[src/rtl/core/s2a_pkg.sv]
// ----------------------------------------------------------------------------
// s2a_pkg
// Shared types, key codes and keymap tables for the set-1 scancode decoder.
// ----------------------------------------------------------------------------
`default_nettype none

package s2a_pkg;

    // key codes of interest
    localparam logic [7:0] KEY_SHIFT_L     = 8'h2a;
    localparam logic [7:0] KEY_SHIFT_R     = 8'h36;
    localparam logic [7:0] KEY_CAPS        = 8'h3a;
    localparam logic [7:0] KEY_TAB         = 8'h0f;
    localparam logic [7:0] KEY_REL_SHIFT_L = 8'haa;
    localparam logic [7:0] KEY_REL_SHIFT_R = 8'hb6;

    localparam int unsigned MAP_LEN = 86;
    localparam int unsigned MAP_IW  = $clog2(MAP_LEN);

    localparam logic [6:0] CH_SPACE = 7'h20;
    localparam int unsigned TAB_BEATS = 4;
    localparam int unsigned REM_W = $clog2(TAB_BEATS);

    // one decoded command travelling from front to back
    typedef struct packed {
        logic [6:0] ch;
        logic       tab;
    } t_cmd;

    // queue status seen by front and back
    typedef struct packed {
        logic empty;
        logic full;
    } t_q_stat;

    // unshifted keymap
    localparam logic [6:0] BASE_MAP [0:MAP_LEN-1] = '{
        7'h00, 7'h00, 7'h31, 7'h32, 7'h33, 7'h34, 7'h35, 7'h36, 7'h37, 7'h38, // 0
        7'h39, 7'h30, 7'h2d, 7'h3d, 7'h00, 7'h09, 7'h71, 7'h77, 7'h65, 7'h72, // 10
        7'h74, 7'h79, 7'h75, 7'h69, 7'h6f, 7'h70, 7'h5b, 7'h5d, 7'h0a, 7'h00, // 20
        7'h61, 7'h73, 7'h64, 7'h66, 7'h67, 7'h68, 7'h6a, 7'h6b, 7'h6c, 7'h3b, // 30
        7'h27, 7'h60, 7'h00, 7'h5c, 7'h7a, 7'h78, 7'h63, 7'h76, 7'h62, 7'h6e, // 40
        7'h6d, 7'h2c, 7'h2e, 7'h2f, 7'h00, 7'h2a, 7'h00, 7'h20, 7'h00, 7'h00, // 50
        7'h00, 7'h00, 7'h00, 7'h00, 7'h00, 7'h00, 7'h00, 7'h00, 7'h00, 7'h00, // 60
        7'h00, 7'h37, 7'h38, 7'h39, 7'h2d, 7'h34, 7'h35, 7'h36, 7'h2b, 7'h31, // 70
        7'h32, 7'h33, 7'h30, 7'h2e, 7'h00, 7'h00                              // 80
    };

    // shifted keymap
    localparam logic [6:0] SHIFT_MAP [0:MAP_LEN-1] = '{
        7'h00, 7'h00, 7'h21, 7'h40, 7'h23, 7'h24, 7'h25, 7'h5e, 7'h26, 7'h2a, // 0
        7'h28, 7'h29, 7'h5f, 7'h2b, 7'h00, 7'h09, 7'h51, 7'h57, 7'h45, 7'h52, // 10
        7'h54, 7'h59, 7'h55, 7'h49, 7'h4f, 7'h50, 7'h7b, 7'h7d, 7'h0a, 7'h00, // 20
        7'h41, 7'h53, 7'h44, 7'h46, 7'h47, 7'h48, 7'h4a, 7'h4b, 7'h4c, 7'h3a, // 30
        7'h22, 7'h7e, 7'h00, 7'h7c, 7'h5a, 7'h58, 7'h43, 7'h56, 7'h42, 7'h4e, // 40
        7'h4d, 7'h3c, 7'h3e, 7'h3f, 7'h00, 7'h2a, 7'h00, 7'h20, 7'h00, 7'h00, // 50
        7'h00, 7'h00, 7'h00, 7'h00, 7'h00, 7'h00, 7'h00, 7'h00, 7'h00, 7'h00, // 60
        7'h00, 7'h37, 7'h38, 7'h39, 7'h2d, 7'h34, 7'h35, 7'h36, 7'h2b, 7'h31, // 70
        7'h32, 7'h33, 7'h30, 7'h2e, 7'h00, 7'h00                              // 80
    };

    // ascii letter test
    function automatic logic is_letter(input logic [6:0] c);
        return ((c >= 7'h61) && (c <= 7'h7a)) || ((c >= 7'h41) && (c <= 7'h5a));
    endfunction

endpackage

`default_nettype wire

[src/rtl/core/s2a_front.sv]
// ----------------------------------------------------------------------------
// s2a_front
// Accepts scancode beats, tracks shift and caps state, and pushes one
// command per character-producing press into the queue.
// ----------------------------------------------------------------------------
`default_nettype none

module s2a_front
    import s2a_pkg::*;
(
    input  wire logic       i_clk,
    input  wire logic       i_rst_n,
    input  wire logic       i_valid,
    output logic            o_stall,
    input  wire logic [7:0] i_scancode,
    input  wire t_q_stat    i_q_stat,
    output logic            o_push,
    output t_cmd            o_cmd
);

    logic [7:0]        r_shift_count;
    logic [7:0]        n_shift_count;
    logic              r_caps;
    logic              n_caps;
    logic              accept;
    logic              is_press;
    logic              in_map;
    logic [MAP_IW-1:0] map_idx;
    logic [6:0]        base_ch;
    logic [6:0]        pick_ch;
    logic [6:0]        final_ch;

    // one beat per cycle unless the queue is full
    assign o_stall  = i_q_stat.full;
    assign accept   = i_valid && !o_stall;
    assign is_press = !i_scancode[7];

    // keymap lookup
    assign in_map   = is_press && (i_scancode[6:0] < 7'(MAP_LEN));
    assign map_idx  = in_map ? i_scancode[MAP_IW-1:0] : '0;
    assign base_ch  = BASE_MAP[map_idx];
    assign pick_ch  = (r_shift_count != 8'd0) ? SHIFT_MAP[map_idx] : base_ch;
    assign final_ch = (r_caps && is_letter(pick_ch)) ? (pick_ch ^ 7'h20) : pick_ch;

    // classify the beat
    always_comb begin
        n_shift_count = r_shift_count;
        n_caps        = r_caps;
        o_push        = 1'b0;
        o_cmd.ch      = final_ch;
        o_cmd.tab     = 1'b0;
        if (accept) begin
            if (!is_press) begin
                if ((i_scancode == KEY_REL_SHIFT_L) || (i_scancode == KEY_REL_SHIFT_R)) begin
                    n_shift_count = r_shift_count - 8'd1;
                end
            end else if ((i_scancode == KEY_SHIFT_L) || (i_scancode == KEY_SHIFT_R)) begin
                n_shift_count = r_shift_count + 8'd1;
            end else if (i_scancode == KEY_CAPS) begin
                n_caps = !r_caps;
            end else if (i_scancode == KEY_TAB) begin
                o_push    = 1'b1;
                o_cmd.ch  = CH_SPACE;
                o_cmd.tab = 1'b1;
            end else if (in_map && (base_ch != 7'd0)) begin
                o_push = 1'b1;
            end
        end
    end

    // modifier state
    always_ff @(posedge i_clk) begin
        if (!i_rst_n) begin
            r_shift_count <= 8'd0;
            r_caps        <= 1'b0;
        end else begin
            r_shift_count <= n_shift_count;
            r_caps        <= n_caps;
        end
    end

endmodule

`default_nettype wire

[src/rtl/core/s2a_queue.sv]
// ----------------------------------------------------------------------------
// s2a_queue
// Small command queue between the decode front and the character back end.
// ----------------------------------------------------------------------------
`default_nettype none

module s2a_queue
    import s2a_pkg::*;
#(
    parameter int unsigned DEPTH = 2
) (
    input  wire logic    i_clk,
    input  wire logic    i_rst_n,
    input  wire logic    i_push,
    input  wire t_cmd    i_cmd,
    input  wire logic    i_pop,
    output t_cmd         o_cmd,
    output t_q_stat      o_stat
);

    localparam int unsigned PW = (DEPTH > 1) ? $clog2(DEPTH) : 1;
    localparam int unsigned CW = $clog2(DEPTH + 1);

    t_cmd          r_mem [0:DEPTH-1];
    logic [PW-1:0] r_wr_ptr;
    logic [PW-1:0] n_wr_ptr;
    logic [PW-1:0] r_rd_ptr;
    logic [PW-1:0] n_rd_ptr;
    logic [CW-1:0] r_count;
    logic [CW-1:0] n_count;
    logic          do_push;
    logic          do_pop;

    assign o_stat.empty = (r_count == CW'(0));
    assign o_stat.full  = (r_count == CW'(DEPTH));
    assign o_cmd        = r_mem[r_rd_ptr];
    assign do_push      = i_push && !o_stat.full;
    assign do_pop       = i_pop && !o_stat.empty;

    // pointer and fill count update
    always_comb begin
        n_wr_ptr = r_wr_ptr;
        n_rd_ptr = r_rd_ptr;
        n_count  = r_count;
        if (do_push) begin
            n_wr_ptr = (r_wr_ptr == PW'(DEPTH - 1)) ? '0 : r_wr_ptr + PW'(1);
        end
        if (do_pop) begin
            n_rd_ptr = (r_rd_ptr == PW'(DEPTH - 1)) ? '0 : r_rd_ptr + PW'(1);
        end
        if (do_push && !do_pop) begin
            n_count = r_count + CW'(1);
        end else if (do_pop && !do_push) begin
            n_count = r_count - CW'(1);
        end
    end

    always_ff @(posedge i_clk) begin
        if (!i_rst_n) begin
            r_wr_ptr <= '0;
            r_rd_ptr <= '0;
            r_count  <= '0;
        end else begin
            r_wr_ptr <= n_wr_ptr;
            r_rd_ptr <= n_rd_ptr;
            r_count  <= n_count;
        end
    end

    // entry storage
    always_ff @(posedge i_clk) begin
        if (do_push) begin
            r_mem[r_wr_ptr] <= i_cmd;
        end
    end

endmodule

`default_nettype wire

[src/rtl/core/s2a_back.sv]
// ----------------------------------------------------------------------------
// s2a_back
// Pops commands and drives character beats through an output register,
// repeating the space four times for a tab.
// ----------------------------------------------------------------------------
`default_nettype none

module s2a_back
    import s2a_pkg::*;
(
    input  wire logic    i_clk,
    input  wire logic    i_rst_n,
    input  wire t_q_stat i_q_stat,
    input  wire t_cmd    i_cmd,
    output logic         o_pop,
    output logic         o_valid,
    input  wire logic    i_stall,
    output logic [6:0]   o_character,
    output logic         o_last_of_run
);

    logic             r_valid;
    logic             n_valid;
    logic [6:0]       r_char;
    logic [6:0]       n_char;
    logic             r_last;
    logic             n_last;
    logic [REM_W-1:0] r_rem;
    logic [REM_W-1:0] n_rem;
    logic             out_free;

    assign out_free      = !r_valid || !i_stall;
    assign o_valid       = r_valid;
    assign o_character   = r_char;
    assign o_last_of_run = r_last;

    // beat sequencing
    always_comb begin
        n_valid = r_valid && i_stall;
        n_char  = r_char;
        n_last  = r_last;
        n_rem   = r_rem;
        o_pop   = 1'b0;
        if (out_free) begin
            if (r_rem != '0) begin
                n_valid = 1'b1;
                n_char  = CH_SPACE;
                n_last  = (r_rem == REM_W'(1));
                n_rem   = r_rem - REM_W'(1);
            end else if (!i_q_stat.empty) begin
                o_pop   = 1'b1;
                n_valid = 1'b1;
                n_char  = i_cmd.ch;
                n_last  = !i_cmd.tab;
                n_rem   = i_cmd.tab ? REM_W'(TAB_BEATS - 1) : '0;
            end
        end
    end

    always_ff @(posedge i_clk) begin
        if (!i_rst_n) begin
            r_valid <= 1'b0;
            r_rem   <= '0;
        end else begin
            r_valid <= n_valid;
            r_rem   <= n_rem;
        end
    end

    // output payload
    always_ff @(posedge i_clk) begin
        r_char <= n_char;
        r_last <= n_last;
    end

endmodule

`default_nettype wire

[src/rtl/core/scancode_to_ascii_decoder.sv]
// ----------------------------------------------------------------------------
// scancode_to_ascii_decoder
// Set-1 keyboard scancode to ASCII decoder with shift and caps-lock handling.
// ----------------------------------------------------------------------------
// The front end takes one scancode beat per clock while its command queue has
// room, updating the shift count and caps flag in the same cycle. The back end
// sends one character beat per clock from a registered output stage while the
// sink does not stall: a normal press yields one beat, a tab press four spaces,
// and modifiers, releases and unmapped keys yield none. Sustained throughput is
// set by the output port at one character per cycle when not stalled; a beat
// passes through the command queue and then the output register before the
// sink can take it.
`default_nettype none

module scancode_to_ascii_decoder
    import s2a_pkg::*;
#(
    parameter int unsigned QUEUE_DEPTH = 2
) (
    input  wire logic       i_clk,
    input  wire logic       i_rst_n,
    input  wire logic       i_valid,
    output logic            o_stall,
    input  wire logic [7:0] i_scancode,
    output logic            o_valid,
    input  wire logic       i_stall,
    output logic [6:0]      o_character,
    output logic            o_last_of_run
);

    t_q_stat q_stat;
    t_cmd    push_cmd;
    t_cmd    head_cmd;
    logic    push;
    logic    pop;

    // decode front
    s2a_front u_front (
        .i_clk      (i_clk),
        .i_rst_n    (i_rst_n),
        .i_valid    (i_valid),
        .o_stall    (o_stall),
        .i_scancode (i_scancode),
        .i_q_stat   (q_stat),
        .o_push     (push),
        .o_cmd      (push_cmd)
    );

    // command queue
    s2a_queue #(
        .DEPTH (QUEUE_DEPTH)
    ) u_queue (
        .i_clk   (i_clk),
        .i_rst_n (i_rst_n),
        .i_push  (push),
        .i_cmd   (push_cmd),
        .i_pop   (pop),
        .o_cmd   (head_cmd),
        .o_stat  (q_stat)
    );

    // character back end
    s2a_back u_back (
        .i_clk         (i_clk),
        .i_rst_n       (i_rst_n),
        .i_q_stat      (q_stat),
        .i_cmd         (head_cmd),
        .o_pop         (pop),
        .o_valid       (o_valid),
        .i_stall       (i_stall),
        .o_character   (o_character),
        .o_last_of_run (o_last_of_run)
    );

`ifndef SYNTH
    // no push into a full queue
    a_no_overflow: assert property (@(posedge i_clk) disable iff (!i_rst_n)
        !(push && q_stat.full))
        else $error("push into full command queue");

    // only a tab run has beats that are not last, and those are spaces
    a_run_is_space: assert property (@(posedge i_clk) disable iff (!i_rst_n)
        (o_valid && !o_last_of_run) |-> (o_character == CH_SPACE))
        else $error("non-final beat is not a space");

    // a run continues without a gap once a non-final beat is taken
    a_run_continues: assert property (@(posedge i_clk) disable iff (!i_rst_n)
        (o_valid && !i_stall && !o_last_of_run) |=> o_valid)
        else $error("tab run broken");

    // pop only when a command is waiting
    a_pop_nonempty: assert property (@(posedge i_clk) disable iff (!i_rst_n)
        pop |-> !q_stat.empty)
        else $error("pop from empty command queue");
`endif

endmodule

`default_nettype wire
[config.mk]
export PLATFORM = sky130hd
export DESIGN_NAME = scancode_to_ascii_decoder
export DESIGN_NICKNAME = d
export VERILOG_FILES = /design/src/rtl/core/s2a_pkg.sv /design/src/rtl/core/s2a_front.sv /design/src/rtl/core/s2a_queue.sv /design/src/rtl/core/s2a_back.sv /design/src/rtl/core/scancode_to_ascii_decoder.sv
export SDC_FILE = /design/constraint.sdc
export NUM_CORES = 1
export LEC_CHECK = 0
export BUFFER_PORTS_ARGS = -buffer_cell sky130_fd_sc_hd__buf_2
export CORE_MARGIN = 10
export CORE_UTILIZATION = 60
export CTS_CLUSTER_DIAMETER = 80
export DETAILED_ROUTE_END_ITERATION = 8
export GPL_TIMING_DRIVEN = 0
export PLACE_DENSITY_LB_ADDON = 0.05
export SLEW_MARGIN = 30
export SYNTH_ARGS = -nofsm -noshare
export SYNTH_HDL_FRONTEND = slang
export SYNTH_SLANG_ARGS = --single-unit
[constraint.sdc]
create_clock -name i_clk -period 12.15 [get_ports i_clk]
set_input_delay 1.8225 -clock i_clk [delete_from_list [all_inputs] [get_ports i_clk]]
set_output_delay 1.8225 -clock i_clk [all_outputs]
set_load 0.005 [all_outputs]
==> impl_metrics.env <==
export IMPL_outcome="completed"
export IMPL_syn_inst=457
export IMPL_cts_hold_buffers_added=0
export IMPL_port_buffers=18
export IMPL_whs_path_depth=2
export IMPL_clock_tree_root_cell="sky130_fd_sc_hd__clkbuf_8"
export IMPL_cts_repair_resize_count=0
export IMPL_rrSetupSlack_ns=9.23
export IMPL_clock_skew_ns=0.009384
export IMPL_min_delay_path_class="flip-flop to flip-flop"
export IMPL_critical_path_peak_fanout=10
export IMPL_cts_path_max_buffers=2
export IMPL_yosys_cell_types_count=84
export IMPL_syn_avg_cell_area_um2=8.383
export IMPL_firstDrtPassIters=7
export IMPL_final_min_period_over_clock_period=0.5762
export IMPL_asyncSetResetFlopFracSynth=0
export IMPL_yosysMostFrequentCell="sky130_fd_sc_hd__a21oi_1"
export IMPL_grt_use_total=0.2378
export IMPL_num_vias=3836
export IMPL_synth_area_leader_cell="sky130_fd_sc_hd__edfxtp_1"
export IMPL_timing_max_cap_violations=0
export IMPL_r2r_end="u_queue.r_count[1]"
export IMPL_finalWeightedCongestion=1.054
export IMPL_yosysSeqAreaShare=0.2769
export IMPL_floorplan_rows=29
export IMPL_max_slew_headroom_at_the_worst_pin=0.4626
export IMPL_tritoncts_num_sinks=41
export IMPL_yosys_top_cells_area="sky130_fd_sc_hd__edfxtp_1, sky130_fd_sc_hd__dfxtp_1, sky130_fd_sc_hd__ha_1, sky130_fd_sc_hd__a21oi_1, sky130_fd_sc_hd__mux2i_1"
export IMPL_core_footprint_um2=6277
export IMPL_synth_net_count=489
export IMPL_ys_warnings_count=0
export IMPL_dieWidth_um=99.91
export IMPL_holdPathEnd="u_front.r_shift_count[7]"
export IMPL_timing_final_hold_violations=0
export IMPL_critical_path_class="primary input to flip-flop"
export IMPL_io_pin_count=22
export IMPL_final_setup_tns_ns=0
export IMPL_worst_pin_slew_ns=0.8061
export IMPL_ant_nets=0
export IMPL_via_count_of_the_first_global_routing_pass=3810
export IMPL_rsz0062_at_grt="false"
export IMPL_die_height_um=99.91
export IMPL_starting_density=0.6103
export IMPL_tritoncts="done"
export IMPL_worst_ep_required_time_ns=12.37
export IMPL_fraction_of_synthesized_cell_area_taken_by_the_top_area_cell_type=0.1881
export IMPL_clk_insertion_delay_late_ns=0.29
export IMPL_grt_first_pass_wirelength_mm=19.48
export IMPL_num_fill_cells=565
export IMPL_worst_hold_startpoint="u_front.r_shift_count[7]"
export IMPL_layout_min_cycle_time_ns=7.001
export IMPL_design_die_area_um2=9982
export IMPL_numCtsBuffers=5
export IMPL_dominantRegCellSynth="sky130_fd_sc_hd__edfxtp_1"
export IMPL_timing_reg2reg_worst_path_depth=12
export IMPL_ys_seq_elements=41
export IMPL_grt_start_max_net_pins=14
export IMPL_nets=514
export IMPL_setup_violations=0
export IMPL_crit_arrival_ns=7.22
export IMPL_kind_of_capture_point_of_the_worst_setup_path="flip-flop"
export IMPL_place_detailed_hpwl_mm=9.327
export IMPL_routed_wire_length_per_instance_um=21.65
export IMPL_powerDensity_nw_per_um2=113.3
export IMPL_post_route_cells_drive_above_1_share=0.1491
export IMPL_post_drt_via_cell_ratio=6.850
export IMPL_final_max_slew_violation_count=0
export IMPL_cp_start_kind="primary input"
export IMPL_first_iter_violations=505
export IMPL_worstReg2RegStart="u_queue.r_count[0]"
export IMPL_netlist_top_cells_count="sky130_fd_sc_hd__a21oi_1, sky130_fd_sc_hd__nor2_1, sky130_fd_sc_hd__o21ai_0"
export IMPL_clk_pin_slew_ns=0.08
export IMPL_antenna_violations_before_repair=0
export IMPL_synth_edff_count=24
export IMPL_totalWireLength_mm=12.12
export IMPL_postCtsSetupRepairBufs=0
export IMPL_global_route_overflow_total=0
export IMPL_static_leakage_power_nw=1.546
export IMPL_ctsHtreeMaxLevel=2
export IMPL_antenna_cells_inserted=0
export IMPL_synth_area_um2=3831
export IMPL_total_power_mw=0.4649
export IMPL_fmaxAchievable_mhz=142.8
export IMPL_vdd_ir_drop_worst_mv=0.1536
export IMPL_drcViolationCount=0
export IMPL_flow_area_growth_from_synthesis_pct=7.087
final cells by class:
class,instances,area (um2),area share
clock inverters,3,16.27,0.003965
repair buffers,18,90.09,0.02196
multi-input cells,366,2522,0.6148
inverters,16,60.06,0.01464
flip-flops and latches,41,1061,0.2586
well taps,77,96.34,0.02348
clock buffers,5,68.82,0.01677
plain buffers,34,187.7,0.04575
stage by stage:
stage	setup slack [ns]	hold WS, ns	area, um2	util	instances
finish	5.149	0.5214	4103	0.6536	560
global route	4.913	0.5613	4103	0.6536	560
CTS	5.286	0.5218	4103	0.6536	560
detailed placement	5.010	0.5073	4018	0.6400	552
global placement	5.096	0.4827	4018	0.6400	552
floorplan	6.505	0.4643	3831	-	457
worst max path at each step:
| stage | from | to | slack (ns) | cells after the start |
|---|---|---|---|---|
| after floorplan | i_scancode[1] | u_queue.r_count[1] | 6.51 | 21 |
| after global placement | i_scancode[7] | u_queue.r_count[1] | 5.10 | 21 |
| after detailed placement | i_scancode[7] | u_queue.r_count[1] | 5.01 | 22 |
| after CTS | i_scancode[7] | u_queue.r_count[1] | 5.29 | 22 |
| after global routing | i_scancode[7] | u_queue.r_count[1] | 4.91 | 22 |
| final | i_scancode[7] | u_queue.r_count[1] | 5.15 | 22 |
metal layers:
| layer | vias up | share of wire | global-route usage |
|---|---|---|---|
| met5 | - | 0 | 0 |
| met4 | 0 | 0.072 | 0.1687 |
| met3 | 81 | 0.089 | 0.03709 |
| met2 | 259 | 0.46 | 0.3927 |
| met1 | 1742 | 0.38 | 0.2748 |
| li1 | 1754 | - | - |
sequential cells by signal (all words and copies together), names as in the netlist, named ones only:
name and cells:
u_queue.r_rd_ptr 1, u_queue.r_wr_ptr 1, u_queue.r_mem 16, u_front.r_shift_count 8
u_back.o_valid 1, u_front.r_caps 1, u_back.o_character 7, u_queue.r_count 2
u_back.o_last_of_run 1, u_back.r_rem 2
kinds of logic (layout without fill, tap and decap cells):
family	count (synthesis)	count (layout)	share of synthesized area
AO/OA/AOI/OAI	154	154	0.2828
adder cells (fa/ha/maj)	20	20	0.06728
buffers and inverters	50	76	0.06466
flip-flops	41	41	0.2769
AND/OR/NAND/NOR	165	165	0.2404
XOR/XNOR	10	10	0.02286
multiplexers	17	17	0.04507
cell usage in the layout (no fill, tap or decap), types with 4 or more instances in the layout:
cell and count:
sky130_fd_sc_hd__nand2b_1 13, sky130_fd_sc_hd__nor2_1 36, sky130_fd_sc_hd__nand2_1 25, sky130_fd_sc_hd__and2_1 17, sky130_fd_sc_hd__o211ai_1 7, sky130_fd_sc_hd__dfxtp_1 17, sky130_fd_sc_hd__a31oi_1 7, sky130_fd_sc_hd__clkbuf_1 10
sky130_fd_sc_hd__nor2b_1 17, sky130_fd_sc_hd__buf_2 36, sky130_fd_sc_hd__o31ai_1 6, sky130_fd_sc_hd__inv_1 14, sky130_fd_sc_hd__o21ai_0 27, sky130_fd_sc_hd__or3_1 5, sky130_fd_sc_hd__xnor2_1 9, sky130_fd_sc_hd__nand4_1 6
sky130_fd_sc_hd__o21ai_1 5, sky130_fd_sc_hd__a211oi_1 6, sky130_fd_sc_hd__a21o_1 7, sky130_fd_sc_hd__nand3_1 10, sky130_fd_sc_hd__edfxtp_1 24, sky130_fd_sc_hd__nor3_1 6, sky130_fd_sc_hd__nor4_1 7, sky130_fd_sc_hd__ha_1 19
sky130_fd_sc_hd__buf_6 4, sky130_fd_sc_hd__mux2i_1 15, sky130_fd_sc_hd__a21oi_1 37, sky130_fd_sc_hd__clkbuf_8 5
report_power, final:
group	leakage [nW]	total, mW	internal, mW	switching, mW
combinational	1.13	0.185	0.0724	0.112
sequential	0.364	0.196	0.184	0.0118
clock	0.0482	0.0842	0.0397	0.0444
total	1.55	0.465	0.296	0.169
critical path, stage by stage:
cell                        delay, ns
sky130_fd_sc_hd__buf_2           0.18
sky130_fd_sc_hd__buf_4           0.21
sky130_fd_sc_hd__inv_1           0.21
sky130_fd_sc_hd__o21ai_1         0.14
sky130_fd_sc_hd__buf_2           0.21
sky130_fd_sc_hd__nor2_1          0.36
sky130_fd_sc_hd__nand2_1         0.27
sky130_fd_sc_hd__inv_1           0.25
sky130_fd_sc_hd__ha_1            0.18
sky130_fd_sc_hd__clkbuf_1        0.39
sky130_fd_sc_hd__nand2_1         0.30
sky130_fd_sc_hd__a21o_1          0.24
sky130_fd_sc_hd__a221oi_1        0.63
sky130_fd_sc_hd__a31oi_1         0.10
sky130_fd_sc_hd__nor4_1          0.33
sky130_fd_sc_hd__a41oi_1         0.20
sky130_fd_sc_hd__o2111ai_2       0.23
sky130_fd_sc_hd__inv_1           0.10
sky130_fd_sc_hd__ha_1            0.21
sky130_fd_sc_hd__xor2_1          0.16
sky130_fd_sc_hd__or3_1           0.33
sky130_fd_sc_hd__a21boi_0        0.16
Note: power is estimated with default switching activity, not from simulation.
